$ cat config.mk
export PLATFORM = sky130hd
export DESIGN_NAME = atn_cfg
export DESIGN_NICKNAME = d
export VERILOG_FILES = /design/src/rtl/atn_pkg.sv /design/src/rtl/atn_cfg.sv
export SDC_FILE = /design/constraint.sdc
export NUM_CORES = 1
export LEC_CHECK = 0
export BUFFER_PORTS_ARGS = -buffer_cell sky130_fd_sc_hd__buf_2
export CORE_MARGIN = 10
export CORE_UTILIZATION = 28
export CTS_CLUSTER_DIAMETER = 200
export DETAILED_ROUTE_END_ITERATION = 16
export HOLD_SLACK_MARGIN = 0.03
export SYNTH_ARGS = -nofsm -noshare
export SYNTH_HDL_FRONTEND = slang
export SYNTH_SLANG_ARGS = --single-unit
$ cat constraint.sdc
create_clock -name clk -period 5.7 [get_ports clk]
set_input_delay 0.855 -clock clk [delete_from_list [all_inputs] [get_ports clk]]
set_output_delay 0.855 -clock clk [all_outputs]
set_load 0.02 [all_outputs]
$ cat src/rtl/atn_pkg.sv
// ----------------------------------------------------------------------------
// atn_pkg
// Shared widths, codes and the configuration status group for the node table.
// ----------------------------------------------------------------------------
package atn_pkg;

	// Defaults and limits of the top-level parameters
	localparam int NODES_DEF      = 256;
	localparam int VALUE_BITS_DEF = 32;
	localparam int NODES_MAX      = 4096;

	// Fixed field widths of the request and response channels
	localparam int ACTION_BITS = 3;
	localparam int POS_BITS    = 8;
	localparam int SPAN_BITS   = 9;
	localparam int DATA_BITS   = 32;
	localparam int STATUS_BITS = 2;
	localparam int INDEX_BITS  = 8;
	localparam int CHILD_BITS  = 4;
	localparam int DEPTH_BITS  = 3;
	localparam int TCOUNT_BITS = 9;

	// Configuration port
	localparam int CFG_BITS  = 4;
	localparam int ADDR_BITS = 3;
	localparam int PDATA_BITS = 32;
	localparam int CAP_BITS  = $clog2(NODES_MAX + 1) + 1;

	localparam logic [CFG_BITS-1:0] FANOUT_RST = 4'd3;
	localparam logic [CFG_BITS-1:0] LEVELS_RST = 4'd3;

	// Register index, taken from the word address
	localparam logic REG_FANOUT = 1'b0;
	localparam logic REG_LEVELS = 1'b1;

	typedef enum logic [ACTION_BITS-1:0] {
		ACT_CLEAR  = 3'd0,
		ACT_ROOT   = 3'd1,
		ACT_ADD    = 3'd2,
		ACT_SEARCH = 3'd3,
		ACT_READ   = 3'd4
	} action_t;

	typedef enum logic [STATUS_BITS-1:0] {
		ST_OK        = 2'd0,
		ST_RANGE     = 2'd1,
		ST_NOT_FOUND = 2'd2,
		ST_OVERFLOW  = 2'd3
	} status_t;

	// Configuration view handed to the sequencer
	typedef struct packed {
		logic                busy;
		logic [CFG_BITS-1:0] levels;
		logic [CAP_BITS-1:0] capacity;
	} cfg_t;

endpackage

$ cat src/rtl/atn_cfg.sv
// ----------------------------------------------------------------------------
// atn_cfg
// Configuration registers on the APB port and the table capacity unit, which
// sums fanout^L one level per cycle after reset and after every write.
// ----------------------------------------------------------------------------
module atn_cfg import atn_pkg::*; #(
	parameter int NODES = NODES_DEF
) (
	input  logic                  clk,
	input  logic                  arst_n,
	input  logic                  psel,
	input  logic                  penable,
	input  logic                  pwrite,
	input  logic [ADDR_BITS-1:0]  paddr,
	input  logic [PDATA_BITS-1:0] pwdata,
	output logic [PDATA_BITS-1:0] prdata,
	output logic                  pready,
	output cfg_t                  cfg
);

	localparam int CW = $clog2(NODES + 1) + 1;
	localparam int PW = CW + CFG_BITS;
	localparam logic [CW-1:0] NODES_C = CW'(NODES);

	logic [CFG_BITS-1:0] fanout_q;
	logic [CFG_BITS-1:0] levels_q;
	logic [CFG_BITS-1:0] lv_q;
	logic [CW-1:0]       cap_q;
	logic [CW-1:0]       lsize_q;
	logic                busy_q;

	logic          wr;
	logic          reg_sel;
	logic [CW-1:0] sum;
	logic [PW-1:0] prod;
	logic [CW-1:0] prod_cap;

	// Decode the write and form one level step of the capacity sum
	always_comb begin
		wr       = psel & penable & pwrite;
		reg_sel  = paddr[ADDR_BITS-1];
		sum      = cap_q + lsize_q;
		prod     = PW'(lsize_q) * PW'(fanout_q);
		prod_cap = (prod > PW'(NODES)) ? NODES_C : CW'(prod);
	end

	// Hold the registers and advance the capacity sum
	always_ff @(posedge clk or negedge arst_n) begin
		if (!arst_n) begin
			fanout_q <= FANOUT_RST;
			levels_q <= LEVELS_RST;
			lv_q     <= '0;
			cap_q    <= '0;
			lsize_q  <= CW'(1);
			busy_q   <= 1'b1;
		end else if (wr) begin
			case (reg_sel)
				REG_FANOUT: fanout_q <= pwdata[CFG_BITS-1:0];
				REG_LEVELS: levels_q <= pwdata[CFG_BITS-1:0];
				default: ;
			endcase
			lv_q    <= '0;
			cap_q   <= '0;
			lsize_q <= CW'(1);
			busy_q  <= 1'b1;
		end else if (busy_q) begin
			if (lv_q >= levels_q) begin
				busy_q <= 1'b0;
			end else if (sum >= NODES_C) begin
				cap_q  <= NODES_C;
				busy_q <= 1'b0;
			end else begin
				cap_q   <= sum;
				lsize_q <= prod_cap;
				lv_q    <= lv_q + CFG_BITS'(1);
			end
		end
	end

	// Read back and status view
	always_comb begin
		case (reg_sel)
			REG_FANOUT: prdata = PDATA_BITS'(fanout_q);
			REG_LEVELS: prdata = PDATA_BITS'(levels_q);
			default:    prdata = '0;
		endcase
		pready       = 1'b1;
		cfg.busy     = busy_q;
		cfg.levels   = levels_q;
		cfg.capacity = CAP_BITS'(cap_q);
	end

endmodule

==> impl_results.md <==
- Crit path cell chain: nand2_1 > fa_1 > fa_1 > inv_1 > ha_1 > a211oi_4 > o211ai_1 > a21o_1 > a221oi_2 > o311ai_1 > nor3_1 > a32o_1
- Final core utilization: 0.312
- Max-slew violations: 0
- Final period util: 0.744
- Routed wire length: 7180 um
- Clock-pin slew on the worst setup and hold paths: 0.05 ns
- Mapped Cells: 361
- Ant diodes: 0
- Most used cell, CP: fa_1
- Setup violations, final: 0
- Worst setup SP type: flip-flop
- Final setup TNS: 0 ns
- IO Port Bufs: 28
- Leak: 1.91 nW
- Largest cells by area after synthesis: dfrtp_1 (20%), ha_1 (12%), fa_1 (9.9%), buf_4 (7.6%), and2_1 (5.8%)
- Initial antenna violation count: 0
- Slowest stage delay, CP: 0.61 ns
- Core Rows: 40
- Grt ovf: 0
- Flop pwr share: 0.282
- Post-CTS resize count: 0
- Hold-fix buffers, CTS: 0
- Total chip power: 1.37 mW
- Post-route DRC: 0
- Area of the multi-input gates: 2280 um^2
- Mapped cell area: 3440 um^2
- Most frequent cells in the layout: inv_1 (35), conb_1 (33), and2_1 (32), ha_1 (32), buf_2 (28)
- Via/cell ratio: 4.73
- Synth area leader: dfrtp_1
- CP arrival: 4.45 ns
- Core ar.: 12000 um^2
- Post-synth EDFFs: 0
- Final min period: 4.24 ns
- Max IR drop VDD: 208 uV
- Cell Pwr Density: 366 nW/um^2
- Critical path type: flip-flop to flip-flop
- DR vias: 2519
- I/O pin total: 92
- Seq/Total Area, Yosys: 0.242
- Total setup buffers inserted after CTS: 0
- CTS Buf Count: 5
- Yosys top cell area share: 0.196
- Share of layout cells above drive strength 1: 0.176
- Die area: 17100 um^2
- Unique cell type count in the Yosys netlist: 56
- Die Wd: 131 um
- Hold Path Stages: 1
- CTS Sinks: 33
- Clk_lat worst skew: 0.28 ns
- Drt first-iter violations: 91
- CTS tree: built
- Reg area: 833 um^2
- Pre-CTS setup slack: 1.46 ns
- Nets: 474
- Main synth FF type: dfrtp_1
- Final Hold Fails: 0
- Clock share of power: 0.232
- Total GRT Usage: 0.0864
- Seq cells post-synth: 33
- Crit end category: flip-flop
- First-pass GRT wire length: 12300 um
- Die span in y: 131 um
- Most common cell after layout, fill and taps aside: inv_1
- Mapped Avg Cell Area: 9.54 um^2
- Final HPWL DP: 5940 um
- Yosys Warn Count: 0
- Vias in the first global route: 2571
- Reg2reg path depth: 12
- Slew HR: 0.508
- Status: finished, final reports clean
- Initial core utilization: 0.287
- Clock skew: 0.00457 ns
- Worst EP required: 5.91 ns
- Post-route ant nets: 0
- WP depth: 12
- Max-cap violation count: 0
- Highest-delay cell along the critical path: fa_1
- Worst-path maximum fanout: 7
- CTS Buffer Depth: 2
- Fill count: 1256
- Crit-path leading delay family: adder cells
- Worst path bufs/invs: 1
- Fmax: 236 MHz
- Htree depth: 2
- DR pass1 iterations: 5
- Sw frac: 0.422
- P_sw: 0.580 mW
- Worst setup margin: 1.46 ns
- Combinational power share: 0.486
- Clock Tree Root: clkbuf_16
- GPL Wtd Cong: 0.813
- Area delta synth->final: 8.87%
- Hold WC Path Type: flip-flop to flip-flop
- Pin count of the biggest net entering global routing: 34
- Int Pwr: 0.794 mW
- RSZ-0062 raised after global routing: no
- Worst-Margin Slew: 0.738 ns
- Routed WL per cell: 13.5 um
- Async set-reset flop share out of synthesis: 1.00
path summary, 6_finish.rpt:
path,to,slack [ns],start
setup / recovery,lsize_q[6]$_DFFE_PN0P_,1.46,lsize_q[0]$_DFFE_PN1P_
hold / removal,cap_q[6]$_DFFE_PN0P_,0.55,cap_q[6]$_DFFE_PN0P_
setup reg to reg,lsize_q[6]$_DFFE_PN0P_,1.46,lsize_q[0]$_DFFE_PN1P_
hold reg to reg,cap_q[6]$_DFFE_PN0P_,0.55,cap_q[6]$_DFFE_PN0P_
max in group asynchronous,fanout_q[2]$_DFFE_PN0P_,4.59,arst_n
min in group asynchronous,cap_q[9]$_DFFE_PN0P_,0.64,arst_n
stage by stage:
| stage | instance area [um^2] | hold slack, ns | cells |
|---|---|---|---|
| final | 3750 | 0.547 | 533 |
| after global routing | 3750 | 0.565 | 533 |
| after CTS | 3750 | 0.550 | 533 |
| after detailed placement | 3570 | 0.534 | 525 |
| after global placement | 3570 | 0.523 | 525 |
| after floorplan | 3560 | 0.497 | 392 |
state kept, by name, indices dropped and copies added (netlist names):
register / cells
cap_q: 10
lsize_q: 10
lv_q: 4
levels_q: 4
fanout_q: 4
busy_q: 1
worst register-to-register path, cell delays in order (launching register included):
cell	delay, ns
dfstp_2	0.59
nand2_1	0.10
fa_1	0.53
fa_1	0.61
inv_1	0.06
ha_1	0.34
a211oi_4	0.29
o211ai_1	0.22
a21o_1	0.22
a221oi_2	0.25
o311ai_1	0.20
nor3_1	0.52
a32o_1	0.26
layer usage:
layer / global-route usage / vias to the layer above / share of wire
met5: 0 / - / 0
met4: 0.0203 / 0 / 0.0071
met3: 0.0201 / 7 / 0.063
met2: 0.150 / 71 / 0.49
met1: 0.106 / 1204 / 0.44
li1: - / 1237 / -
Yosys cell counts, drive strengths merged, types with 5 or more instances:
cell and instances:
and3 5, mux2 12, and2 33, a21o 10, fa 17, a22o 8
nand2 16, a211oi 8, dfrtp 27, dfstp 6, inv 35, a32o 7
a21oi 11, buf 38, o21ai 9, nand3 6, xnor2 11, nor2 20
ha 32
final cells by class:
cell class                 count  area share
timing repair buffer          28      0.0374
inverter                      35      0.0350
multi-input combinational    282       0.609
clock buffer                   6      0.0370
tap                          147      0.0491
clock inverter                 2      0.0100
sequential                    33       0.222
power groups by stage:
stage	Sequential [mW]	Clock (mW)	Combinational [mW]
floorplan	0.379	0	0.542
global placement	0.389	0	0.655
detailed placement	0.391	0	0.667
CTS	0.387	0.329	0.672
global route	0.403	0.341	0.759
finish	0.388	0.319	0.667
kinds of logic after synthesis:
kind of cell / after synthesis / synth area share
AOI/OAI and AO/OA: 75 / 0.179
xor gates and xnor gates: 15 / 0.0382
adders and majority gates: 49 / 0.215
buffers and inverters: 77 / 0.129
DFF: 33 / 0.242
muxes: 14 / 0.0451
other: 2 / 0.00218
and+or+nand+nor: 96 / 0.150
(Power assumes the default switching activity.)
